### config.mk
export PLATFORM = sky130hd
export DESIGN_NAME = keyed_list_pool_engine_unit
export DESIGN_NICKNAME = d
export VERILOG_FILES = /design/src/rtl/klpe_pkg.sv /design/src/rtl/keyed_list_pool_engine_unit.sv
export SDC_FILE = /design/constraint.sdc
export NUM_CORES = 2
export LEC_CHECK = 0
export BUFFER_PORTS_ARGS = -buffer_cell sky130_fd_sc_hd__buf_4
export CAP_MARGIN = 20
export CORE_MARGIN = 8
export CORE_UTILIZATION = 65
export DETAILED_ROUTE_END_ITERATION = 10
export HOLD_SLACK_MARGIN = 0.06
export PLACE_DENSITY = 0.83
export SYNTH_ARGS = -nofsm -noshare
export SYNTH_HDL_FRONTEND = slang
export SYNTH_SLANG_ARGS = --single-unit
export TNS_END_PERCENT = 100
### constraint.sdc
create_clock -name clk -period 18.8 [get_ports clk]
set_clock_uncertainty 0.15 [all_clocks]
set_input_delay 2.82 -clock clk [delete_from_list [all_inputs] [get_ports clk]]
set_output_delay 2.82 -clock clk [all_outputs]
set_load 0.02 [all_outputs]
### src/rtl/klpe_pkg.sv
// Shared types, codes and sizes for the keyed list pool engine.
package klpe_pkg;

    localparam int SLOTS         = 16;
    localparam int PAYLOAD_BYTES = 8;
    localparam int SLOT_W        = $clog2(SLOTS);
    localparam int IDX_W         = SLOT_W + 1;

    localparam int OP_W     = 2;
    localparam int KEY_W    = 32;
    localparam int LEN_W    = 4;
    localparam int WORD_W   = 64;
    localparam int STAT_W   = 2;
    localparam int SLOTO_W  = 4;
    localparam int CAP_W    = 5;
    localparam int CFG_W    = 5;
    localparam int CFG_IX_W = 1;

    localparam logic [OP_W-1:0] OP_INSERT = 2'd0;
    localparam logic [OP_W-1:0] OP_DELETE = 2'd1;
    localparam logic [OP_W-1:0] OP_LOOKUP = 2'd2;

    localparam logic [STAT_W-1:0] STAT_OK   = 2'd0;
    localparam logic [STAT_W-1:0] STAT_FULL = 2'd1;
    localparam logic [STAT_W-1:0] STAT_LONG = 2'd2;
    localparam logic [STAT_W-1:0] STAT_MISS = 2'd3;

    localparam logic [CFG_IX_W-1:0] CFG_CAPACITY = 1'b0;
    localparam logic [CFG_IX_W-1:0] CFG_MAX_LEN  = 1'b1;

    localparam logic [IDX_W-1:0] NIL_IDX = IDX_W'(SLOTS);

    typedef enum logic [2:0] {
        S_IDLE,
        S_INS_WRITE,
        S_INS_LINK,
        S_WALK,
        S_FINISH
    } state_t;

    // Keep the low len bytes of a payload word, zero the rest.
    function automatic logic [WORD_W-1:0] byte_mask(input logic [LEN_W-1:0] len);
        logic [WORD_W-1:0] m;
        m = '0;
        for (int i = 0; i < PAYLOAD_BYTES; i++)
        begin
            if (i < int'(len))
            begin
                m[8*i +: 8] = 8'hFF;
            end
        end
        return m;
    endfunction

endpackage

### src/rtl/keyed_list_pool_engine_unit.sv
// Top level of the keyed list pool engine: sequencer, slot pool and list walker.
//
//  channel | signals                                     | direction
//  --------+---------------------------------------------+----------
//  input   | in_valid/in_ready, operation, key,          | in
//          | byte_count, data_word                       |
//  output  | out_valid/out_ready, status, slot,          | out
//          | result_key, found_len, found_word           |
//  config  | cfg_we, cfg_index, cfg_data                 | in
//
// One item at a time. Insert writes the new entry in S_INS_WRITE, then, when it
// succeeds and the list was not empty, writes the old tail link in S_INS_LINK.
// Delete and lookup walk the list in S_WALK, one slot key compare per cycle, over
// at most SLOTS entries up to the match or the end of the list; the unused code
// goes straight to S_FINISH. Input is ready again the cycle after the result loads.
// Reset: list empty, pool unused, capacity SLOTS, max_len 8; no clearing pass.
// A result waiting on out_ready does not block the next input transfer; only
// the final load into the output register waits for the output to drain.
module keyed_list_pool_engine_unit
    import klpe_pkg::*;
(
    input  logic                  clk,
    input  logic                  rst_n,

    input  logic                  in_valid,
    output logic                  in_ready,
    input  logic [OP_W-1:0]       operation,
    input  logic signed [KEY_W-1:0] key,
    input  logic [LEN_W-1:0]      byte_count,
    input  logic [WORD_W-1:0]     data_word,

    output logic                  out_valid,
    input  logic                  out_ready,
    output logic [STAT_W-1:0]     status,
    output logic [SLOTO_W-1:0]    slot,
    output logic signed [KEY_W-1:0] result_key,
    output logic [LEN_W-1:0]      found_len,
    output logic [WORD_W-1:0]     found_word,

    input  logic                  cfg_we,
    input  logic [CFG_IX_W-1:0]   cfg_index,
    input  logic [CFG_W-1:0]      cfg_data
);

    // Slot pool: one write per cycle on each array, one read address (the walker).
    logic [KEY_W-1:0]  slot_key_reg     [SLOTS];
    logic [LEN_W-1:0]  slot_len_reg     [SLOTS];
    logic [WORD_W-1:0] slot_payload_reg [SLOTS];
    logic [IDX_W-1:0]  slot_link_reg    [SLOTS];

    state_t            state_reg, state_next;

    // Latched input item.
    logic [OP_W-1:0]   op_reg;
    logic [KEY_W-1:0]  key_reg;
    logic [LEN_W-1:0]  len_reg;
    logic [WORD_W-1:0] word_reg;

    // List bookkeeping.
    logic [IDX_W-1:0]  head_reg, head_next;
    logic [IDX_W-1:0]  tail_reg, tail_next;
    logic [IDX_W-1:0]  next_unused_reg, next_unused_next;
    logic [CAP_W-1:0]  capacity_reg;
    logic [LEN_W-1:0]  max_len_reg;

    // Walker.
    logic [IDX_W-1:0]  cur_reg, cur_next;
    logic [IDX_W-1:0]  prev_reg, prev_next;
    logic [IDX_W-1:0]  step_reg, step_next;

    // Staged result.
    logic [STAT_W-1:0]  res_status_reg, res_status_next;
    logic [SLOTO_W-1:0] res_slot_reg, res_slot_next;
    logic [LEN_W-1:0]   res_len_reg, res_len_next;
    logic [WORD_W-1:0]  res_word_reg, res_word_next;

    // Output register.
    logic               out_valid_reg, out_valid_next;
    logic [STAT_W-1:0]  status_reg;
    logic [SLOTO_W-1:0] slot_reg;
    logic [KEY_W-1:0]   result_key_reg;
    logic [LEN_W-1:0]   found_len_reg;
    logic [WORD_W-1:0]  found_word_reg;

    // Pool write controls.
    logic               entry_we;
    logic [SLOT_W-1:0]  entry_addr;
    logic               link_we;
    logic [SLOT_W-1:0]  link_addr;
    logic [IDX_W-1:0]   link_data;
    logic               out_load;

    // Shared datapath terms.
    logic               in_xfer;
    logic [IDX_W-1:0]   cap_eff;
    logic               pool_full;
    logic               too_long;
    logic               walk_end;
    logic               key_hit;
    logic [SLOT_W-1:0]  cur_slot;

    assign in_xfer  = in_valid && in_ready;
    assign in_ready = (state_reg == S_IDLE);
    assign cur_slot = cur_reg[SLOT_W-1:0];

    // Capacity above the pool size saturates to it.
    assign cap_eff   = (32'(capacity_reg) > SLOTS) ? NIL_IDX : IDX_W'(capacity_reg);
    assign pool_full = (next_unused_reg >= cap_eff);
    assign too_long  = (len_reg > max_len_reg) || (32'(len_reg) > PAYLOAD_BYTES);

    // The one compare unit of the walker: current slot key against the item key.
    assign walk_end = (cur_reg >= NIL_IDX) || (step_reg == NIL_IDX);
    assign key_hit  = (slot_key_reg[cur_slot] == key_reg);

    assign out_load = !out_valid_reg || out_ready;

    // Next state.
    always_comb
    begin
        state_next = state_reg;
        unique case (state_reg)
            S_IDLE:
            begin
                if (in_xfer)
                begin
                    if (operation == OP_INSERT)
                        state_next = S_INS_WRITE;
                    else if (operation == OP_DELETE || operation == OP_LOOKUP)
                        state_next = S_WALK;
                    else
                        state_next = S_FINISH;
                end
            end
            S_INS_WRITE:
            begin
                if (pool_full || too_long || tail_reg == NIL_IDX)
                    state_next = S_FINISH;
                else
                    state_next = S_INS_LINK;
            end
            S_INS_LINK:
            begin
                state_next = S_FINISH;
            end
            S_WALK:
            begin
                if (walk_end || key_hit)
                    state_next = S_FINISH;
            end
            S_FINISH:
            begin
                if (out_load)
                    state_next = S_IDLE;
            end
            default:
            begin
                state_next = S_IDLE;
            end
        endcase
    end

    // Datapath controls and next values.
    always_comb
    begin
        head_next        = head_reg;
        tail_next        = tail_reg;
        next_unused_next = next_unused_reg;
        cur_next         = cur_reg;
        prev_next        = prev_reg;
        step_next        = step_reg;
        res_status_next  = res_status_reg;
        res_slot_next    = res_slot_reg;
        res_len_next     = res_len_reg;
        res_word_next    = res_word_reg;
        entry_we         = 1'b0;
        entry_addr       = next_unused_reg[SLOT_W-1:0];
        link_we          = 1'b0;
        link_addr        = next_unused_reg[SLOT_W-1:0];
        link_data        = NIL_IDX;
        out_valid_next   = out_valid_reg;

        if (out_valid_reg && out_ready)
            out_valid_next = 1'b0;

        unique case (state_reg)
            S_IDLE:
            begin
                // Start every item as a miss; hold the walker at the head.
                cur_next        = head_reg;
                prev_next       = NIL_IDX;
                step_next       = '0;
                res_status_next = STAT_MISS;
                res_slot_next   = '0;
                res_len_next    = '0;
                res_word_next   = '0;
            end
            S_INS_WRITE:
            begin
                if (pool_full)
                begin
                    res_status_next = STAT_FULL;
                end
                else if (too_long)
                begin
                    res_status_next = STAT_LONG;
                end
                else
                begin
                    // Append: write the new entry, remember the old tail for linking.
                    entry_we         = 1'b1;
                    link_we          = 1'b1;
                    link_data        = NIL_IDX;
                    prev_next        = tail_reg;
                    tail_next        = next_unused_reg;
                    next_unused_next = next_unused_reg + 1'b1;
                    if (tail_reg == NIL_IDX)
                        head_next = next_unused_reg;
                    res_status_next  = STAT_OK;
                    res_slot_next    = SLOTO_W'(next_unused_reg);
                end
            end
            S_INS_LINK:
            begin
                link_we   = 1'b1;
                link_addr = prev_reg[SLOT_W-1:0];
                link_data = tail_reg;
            end
            S_WALK:
            begin
                if (!walk_end)
                begin
                    if (key_hit)
                    begin
                        res_status_next = STAT_OK;
                        res_slot_next   = SLOTO_W'(cur_reg);
                        if (op_reg == OP_LOOKUP)
                        begin
                            res_len_next  = slot_len_reg[cur_slot];
                            res_word_next = slot_payload_reg[cur_slot];
                        end
                        else
                        begin
                            // Unlink: bypass the hit in its predecessor or the head.
                            if (prev_reg == NIL_IDX)
                            begin
                                head_next = slot_link_reg[cur_slot];
                            end
                            else
                            begin
                                link_we   = 1'b1;
                                link_addr = prev_reg[SLOT_W-1:0];
                                link_data = slot_link_reg[cur_slot];
                            end
                            if (tail_reg == cur_reg)
                                tail_next = prev_reg;
                        end
                    end
                    else
                    begin
                        prev_next = cur_reg;
                        cur_next  = slot_link_reg[cur_slot];
                        step_next = step_reg + 1'b1;
                    end
                end
            end
            S_FINISH:
            begin
                if (out_load)
                    out_valid_next = 1'b1;
            end
            default:
            begin
            end
        endcase
    end

    // Control registers.
    always_ff @(posedge clk or negedge rst_n)
    begin
        if (!rst_n)
        begin
            state_reg       <= S_IDLE;
            head_reg        <= NIL_IDX;
            tail_reg        <= NIL_IDX;
            next_unused_reg <= '0;
            capacity_reg    <= CAP_W'(SLOTS);
            max_len_reg     <= LEN_W'(PAYLOAD_BYTES);
            out_valid_reg   <= 1'b0;
        end
        else
        begin
            state_reg       <= state_next;
            head_reg        <= head_next;
            tail_reg        <= tail_next;
            next_unused_reg <= next_unused_next;
            out_valid_reg   <= out_valid_next;
            if (cfg_we)
            begin
                unique case (cfg_index)
                    CFG_CAPACITY: capacity_reg <= cfg_data[CAP_W-1:0];
                    CFG_MAX_LEN:  max_len_reg  <= cfg_data[LEN_W-1:0];
                    default:      ;
                endcase
            end
        end
    end

    // Payload and walker registers.
    always_ff @(posedge clk)
    begin
        cur_reg        <= cur_next;
        prev_reg       <= prev_next;
        step_reg       <= step_next;
        res_status_reg <= res_status_next;
        res_slot_reg   <= res_slot_next;
        res_len_reg    <= res_len_next;
        res_word_reg   <= res_word_next;
        if (in_xfer)
        begin
            op_reg   <= operation;
            key_reg  <= key;
            len_reg  <= byte_count;
            word_reg <= data_word;
        end
        if (state_reg == S_FINISH && out_load)
        begin
            status_reg     <= res_status_reg;
            slot_reg       <= res_slot_reg;
            result_key_reg <= key_reg;
            found_len_reg  <= res_len_reg;
            found_word_reg <= res_word_reg;
        end
    end

    // Slot pool writes.
    always_ff @(posedge clk)
    begin
        if (entry_we)
        begin
            slot_key_reg[entry_addr]     <= key_reg;
            slot_len_reg[entry_addr]     <= len_reg;
            slot_payload_reg[entry_addr] <= word_reg & byte_mask(len_reg);
        end
        if (link_we)
        begin
            slot_link_reg[link_addr] <= link_data;
        end
    end

    assign out_valid  = out_valid_reg;
    assign status     = status_reg;
    assign slot       = slot_reg;
    assign result_key = result_key_reg;
    assign found_len  = found_len_reg;
    assign found_word = found_word_reg;

endmodule

## Word-level counts from Yosys, hierarchy flattened

Memories as Yosys holds them, arrays and structs flattened. A register that Yosys moved wholly into a read port is not among the register bits.
Cells that the tools add are included.

| operators by class | value |
|---|---|
| bitwise operators | 4 |
| add/subtract/negate cells | 2 |
| reduce and logical (&&, ||, !) cells | 27 |
| magnitude comparators | 13 |
| multiplexer cells | 97 |
| eq/ne operators | 25 |

Operators by type and width:

| kind | number |
|---|---|
| 2-to-1 mux 64 bit | 3 |
| 2-to-1 mux 5 bit | 26 |
| 2-to-1 mux 8 bit | 16 |
| one-hot mux 64 bit (2 select lines) | 1 |
| AND 64 bit | 1 |
| 2-to-1 mux 4 bit | 15 |
| one-hot mux 5 bit (2 select lines) | 5 |
| == test 32 bit | 1 |
| != test 2 bit, second input constant | 12 |
| 2-to-1 mux 3 bit | 6 |
| less-than comparator 3 x 4 -> 1 bit, first input constant | 4 |
| one-hot mux 4 bit (2 select lines) | 2 |
| == test 5 bit, second input constant | 3 |
| one-hot mux 3 bit (5 select lines) | 1 |
| one-hot mux 5 bit (3 select lines) | 1 |
| 2-to-1 mux 1 bit | 14 |
| one-hot mux 4 bit (3 select lines) | 1 |
| AND reduction 3 bit | 4 |
| adder 5 x 1 -> 5 bit, second input constant | 2 |
| AND reduction 5 bit | 2 |
| less-than comparator 1 x 4 -> 1 bit, first input constant | 2 |
| less-than comparator 2 x 4 -> 1 bit, first input constant | 2 |
| 2-to-1 mux 2 bit | 4 |
| AND reduction 8 bit | 1 |
| other kinds (25) | 39 |

| word-level totals | value |
|---|---|
| memories | 4 |
| memory bits (writable) | 1,680 |
| bits in registers | 325 |
| output and inout bits | 108 |
| logic and storage cells | 195 |

Memory list:

| memory | depth | width | rd ports | clocked after Yosys merged registers in | write ports | line | RTL |
|---|---|---|---|---|---|---|---|
| slot_payload_reg | 16 | 64 | 1 | 1 | 1 | keyed_list_pool_engine_unit.sv:48 | `logic [WORD_W-1:0] slot_payload_reg [SLOTS];` |
| slot_key_reg | 16 | 32 | 1 | 1 | 1 | keyed_list_pool_engine_unit.sv:46 | `logic [KEY_W-1:0] slot_key_reg [SLOTS];` |
| slot_link_reg | 16 | 5 | 1 | 1 | 1 | keyed_list_pool_engine_unit.sv:49 | `logic [IDX_W-1:0] slot_link_reg [SLOTS];` |
| slot_len_reg | 16 | 4 | 1 | 1 | 1 | keyed_list_pool_engine_unit.sv:47 | `logic [LEN_W-1:0] slot_len_reg [SLOTS];` |

## Logic depth before layout (Yosys ltp)

| logic depth | value |
|---|---|
| word-level depth | 8 |
| mapped depth | 15 |
| mapped depth without buffers | 12 |

## Worst setup path before layout

OpenSTA, ideal clock, no wires.

| timing path | value |
|---|---|
| path kind | reg2reg |
| start | register len_reg[1] |
| end | memory slot_key_reg[1][0] (enable) |
| data arrival time | 9.115 ns |
| required time | 17.969 ns |
| setup slack | 8.854 ns |
| cell stages (with the launch flop) | 11 |
| setup time | 0.681 ns |
| cell sequence | edfxtp_1 > ha_1 > nor2b_1 > o21a_1 > o21a_1 > o21ai_0 > o2111ai_1 > nor2_1 > clkbuf_1 > nand2_1 > nor3_1 |

| on the way | value |
|---|---|
| longest elaborated chain between the ends | 7 |
| elaborated cells between the ends (all ways) | 8 |

Ends and longest elaborated chain:

| element | line | RTL |
|---|---|---|
| from (decl) | keyed_list_pool_engine_unit.sv:56 | `logic [LEN_W-1:0] len_reg;` |
| from (signal assigned) | keyed_list_pool_engine_unit.sv:322 | `len_reg <= byte_count;` |
| greater-than comparator 4 bit | keyed_list_pool_engine_unit.sv:109 | `assign too_long = (len_reg > max_len_reg) \|\| (32'(len_reg) > PAYLOAD_BYTES);` |
| logical OR 1 bit * | keyed_list_pool_engine_unit.sv:109 |  |
| 2-to-1 mux 1 bit * | keyed_list_pool_engine_unit.sv:203 | `else if (too_long)` |
| 2-to-1 mux 1 bit * | keyed_list_pool_engine_unit.sv:199 | `if (pool_full)` |
| 2-to-1 mux 1 bit * | keyed_list_pool_engine_unit.sv:185 | `unique case (state_reg)` |
| 2-to-1 mux 1 bit * | keyed_list_pool_engine_unit.sv:338 | `if (entry_we)` |
| 2-to-1 mux 1 bit (not written as such) * | keyed_list_pool_engine_unit.sv:340 | `slot_key_reg[entry_addr] <= key_reg;` |
| to (decl) | keyed_list_pool_engine_unit.sv:46 |  |

Every way passes the cells marked *; elsewhere a longest branch is shown, timed or not.

==> results by group <==
Drt
  – Routed WL: between 200,000 and 250,000 um
  – Starting DRC count in detailed routing: 5,675
  – TritonRoute pass-1 iters: 5
  – Post-route ant nets: 0
  – Remaining DRCs: 0
  – Via-to-Cell Ratio: 7.26
  – Routed wire per std cell: 37.4 um
  – Via count: 39,400

Logic synthesis
  – Area contributors post-synth: edfxtp_1, mux4_2, mux2i_1, dfrtp_1, and2_1
  – Mux cell area share after synthesis: around 15%
  – Synthesized area per cell: around 22 um^2
  – Syn. warnings: 0
  – Synth Instances: between 3,000 and 4,000
  – Main combinational cell family by area after synthesis: multiplexers
  – Yosys reg bits: 2,009
  – Post-Syn Area: around 0.076 mm^2
  – Most frequent cell after synthesis: edfxtp_1
  – Sequential fraction of the synthesis area: about four fifths
  – Synth cell types: 68
  – Number of synthesized flops with an enable pin: between 1,500 and 2,000
  – Post-synth top cells: edfxtp_1, mux4_2, mux2i_1
  – Adder-Cell Fraction of Synth Area: less than 1%
  – Synth Area in Compound Gates: under 10%
  – Synth Area in XOR/XNOR: less than 1%
  – Cell taking the most area after synthesis: edfxtp_1
  – Ys async rst share: under 10%
  – Top_reg_cell synth: edfxtp_1
  – Synth Area in Simple Gates: 2.61%
  – Syn nets: 3,549
  – Area share of the largest cell type after synthesis: 77.7%

Final layout
  – Multi-input gate area: 0.0156 mm^2
  – Layout area overhead: 12.7%
  – Post-layout nets: 3,878
  – Layout cell share with drive strength beyond 1: around 28%
  – Max reg flops: between 1,000 and 1,500
  – Number of fill cells: around 5,800
  – Sequential cell area: 0.0602 mm^2

Critical path
  – CP endpoint kind: flip-flop
  – CP dominant cell by count: buf_4
  – Reg2reg end: res_word_reg[57]$_SDFFCE_PN0P_
  – Worst EP required: around 19 ns
  – R2R Setup Slk: roughly 12 ns
  – CP arrival: between 7 and 8 ns
  – Startpoint types: flip-flop
  – Crit Path Max Fanout: slightly below 60
  – FF-to-FF path depth: 12
  – Crit path largest cell delay: between 0.9 and 1 ns
  – Slowest-stage cell, CP: buf_4
  – Cell Chain, Critical Path: buf_4 -> buf_4 -> mux4_2 -> xor2_1 -> a2111oi_0 -> a31o_2 -> o221ai_1 -> nor4_2 -> nand4_2 -> nor2_1 -> o22a_4 -> buf_4
  – Crit Path Category: reg -> reg

Clocking
  – CTS Buffer Depth: 3
  – Skew-Pair Late Insertion Delay: 0.80 ns
  – Clk sink count: between 2,000 and 2,500
  – CTS root buf: clkbuf_16
  – CTS tree: yes
  – Post-cts sizing count: 0
  – CTS HTree Levels: 4
  – Clock-pin transition on the worst setup and hold timing paths: 0.06 ns
  – Postcts setup bufs: 0
  – Hold_buf cts: 0
  – CTS Buf Count: 187

GRT
  – Largest net degree at the start of global routing: around 140
  – Initial antenna violation count: 7
  – Vias in the first global route: 40,400
  – Total track usage: between 30% and 40%
  – Global-route wire length before repair: ~290,000 um
  – Gr ovfl total: 0

STA
  – Unrepaired setup endpoints after global routing: false
  – Slew HR: 19.9%
  – Max Freq: ~0.14 GHz
  – Part of the cycle the worst path needs: ~38%
  – Final min period: about 7.1 ns
  – Final setup viols: 0
  – Final hold vios: 0
  – Count of pins over their slew limit: 0
  – Setup TNS: 0 ns
  – Slew @ Worst Pin: ~1.2 ns

Outcome
  – Status: finished, final reports clean

Power and ir drop
  – Total chip power: between 10,000 and 15,000 uW
  – Leak pwr: around 0.028 uW
  – Max IR drop VDD: roughly 0.00012 V
  – Pwr/cell area: between 100 and 150 mW/mm^2

Placed design
  – Buffers on Ports: 220
  – Hpwl dp: 95,100 um
  – Placer Congestion: 0.857

Worst hold path
  – Worst min path class: reg -> reg
  – Critical hold path startpoint: res_word_reg[36]$_SDFFCE_PN0P_
  – WHS Path Cells: 0
  – Hold EP: found_word[36]$_DFFE_PP_

Floorplan
  – Site Rows: 125
  – Area of the die: 0.129 mm^2
  – Chip width: 359 um
  – Core area: 0.116 mm^2
  – Starting Density: around 66%
  – Die height: ~360 um
  – Top Ports: ~220

Job
  – Max-cap viol count: 0
-- per-stage QoR --
stage | setup WS, ns | utilization [%] | hold slack, ns | area (um^2) | cells
6_report | 11.68 | 74.0 | 0.274 | 86100 | 5428
5_1_grt | 11.52 | 74.0 | 0.283 | 86100 | 5426
3_3_place_gp | 12.10 | 68.8 | 0.251 | 80000 | 5072
2_1_floorplan | 8.85 | - | 0.250 | 76400 | 3419
3_5_place_dp | 12.08 | 68.8 | 0.255 | 80000 | 5072
4_1_cts | 11.83 | 73.9 | 0.271 | 86000 | 5414
-- cell families (layout without fill, tap and decap cells) --
family,count (synthesis),count (layout)
AO/OA/AOI/OAI,177,177
AND/OR/NAND/NOR,367,367
XOR/XNOR,70,70
other,0,3
multiplexers,599,599
flip-flops,2009,2009
adder cells (fa/ha/maj),17,17
buffers and inverters,180,662
-- cell usage in the layout, fill, tap and decap left out, types with 11 or more instances in the layout --
cell type,instances
nor2b_1,63
mux2_2,41
nor2_1,35
and2_1,89
buf_4,287
clkbuf_16,190
a21oi_1,28
inv_1,19
bufinv_16,13
nand2b_1,17
clkinv_1,37
ha_1,17
edfxtp_1,1977
nand2_1,72
mux2i_1,129
nand3_1,22
nor2_4,12
clkinv_2,33
xnor2_1,38
a221oi_1,14
clkbuf_1,41
mux4_2,426
o22ai_1,17
dfrtp_1,24
xor2_1,32
a22oi_1,31
and3_1,11
o21ai_0,26
-- area by class of cell --
type	instances	share of cell area, %
Multi-Input combinational cell	1230	18.1
Sequential cell	2009	69.9
Clock buffer	236	5.78
Antenna cell	3	0.00872
Timing Repair Buffer	298	2.75
Tap cell	1524	2.22
Clock inverter	106	1.11
Inverter	22	0.108
-- power breakdown --
group	leakage, uW	switching [uW]	total (uW)	internal [uW]
Combinational	0.00628	1460	2480	1020
Sequential	0.0184	287	5790	5510
Clock	0.00289	1700	3760	2060
Total	0.0276	3450	12000	8590
-- how the worst max path moves through the flow --
stage                                     endpoint                 start  slack, ns  depth (start not counted)
finish              res_word_reg[57]$_SDFFCE_PN0P_             flip-flop      11.68                         12
global route        res_word_reg[57]$_SDFFCE_PN0P_             flip-flop      11.52                         12
CTS                 res_word_reg[57]$_SDFFCE_PN0P_             flip-flop      11.83                         12
detailed placement  res_word_reg[60]$_SDFFCE_PN0P_             flip-flop      12.08                         12
global placement    res_word_reg[56]$_SDFFCE_PN0P_             flip-flop      12.10                         12
floorplan             slot_key_reg[1][0]$_DFFE_PP_  len_reg[1]$_DFFE_PP_       8.85                         10
-- routing by layer --
layer	vias to the layer above	routed length (um)	track usage (%)
met3	685	22600	6.33
met2	3580	103000	51.8
met5	-	40	0
met4	6	10700	14.9
met1	20300	67200	39.2
li1	14900	-	-
-- critical path: cells and delay by family (launching register included) --
family	cells	cell delay, ns
simple gates	3	1.27
compound gates	4	1.41
buf+inv	3	2.42
mux	1	0.47
xor+xnor	1	0.18
flops	1	0.57
Note: power is estimated with default switching activity, not from simulation.
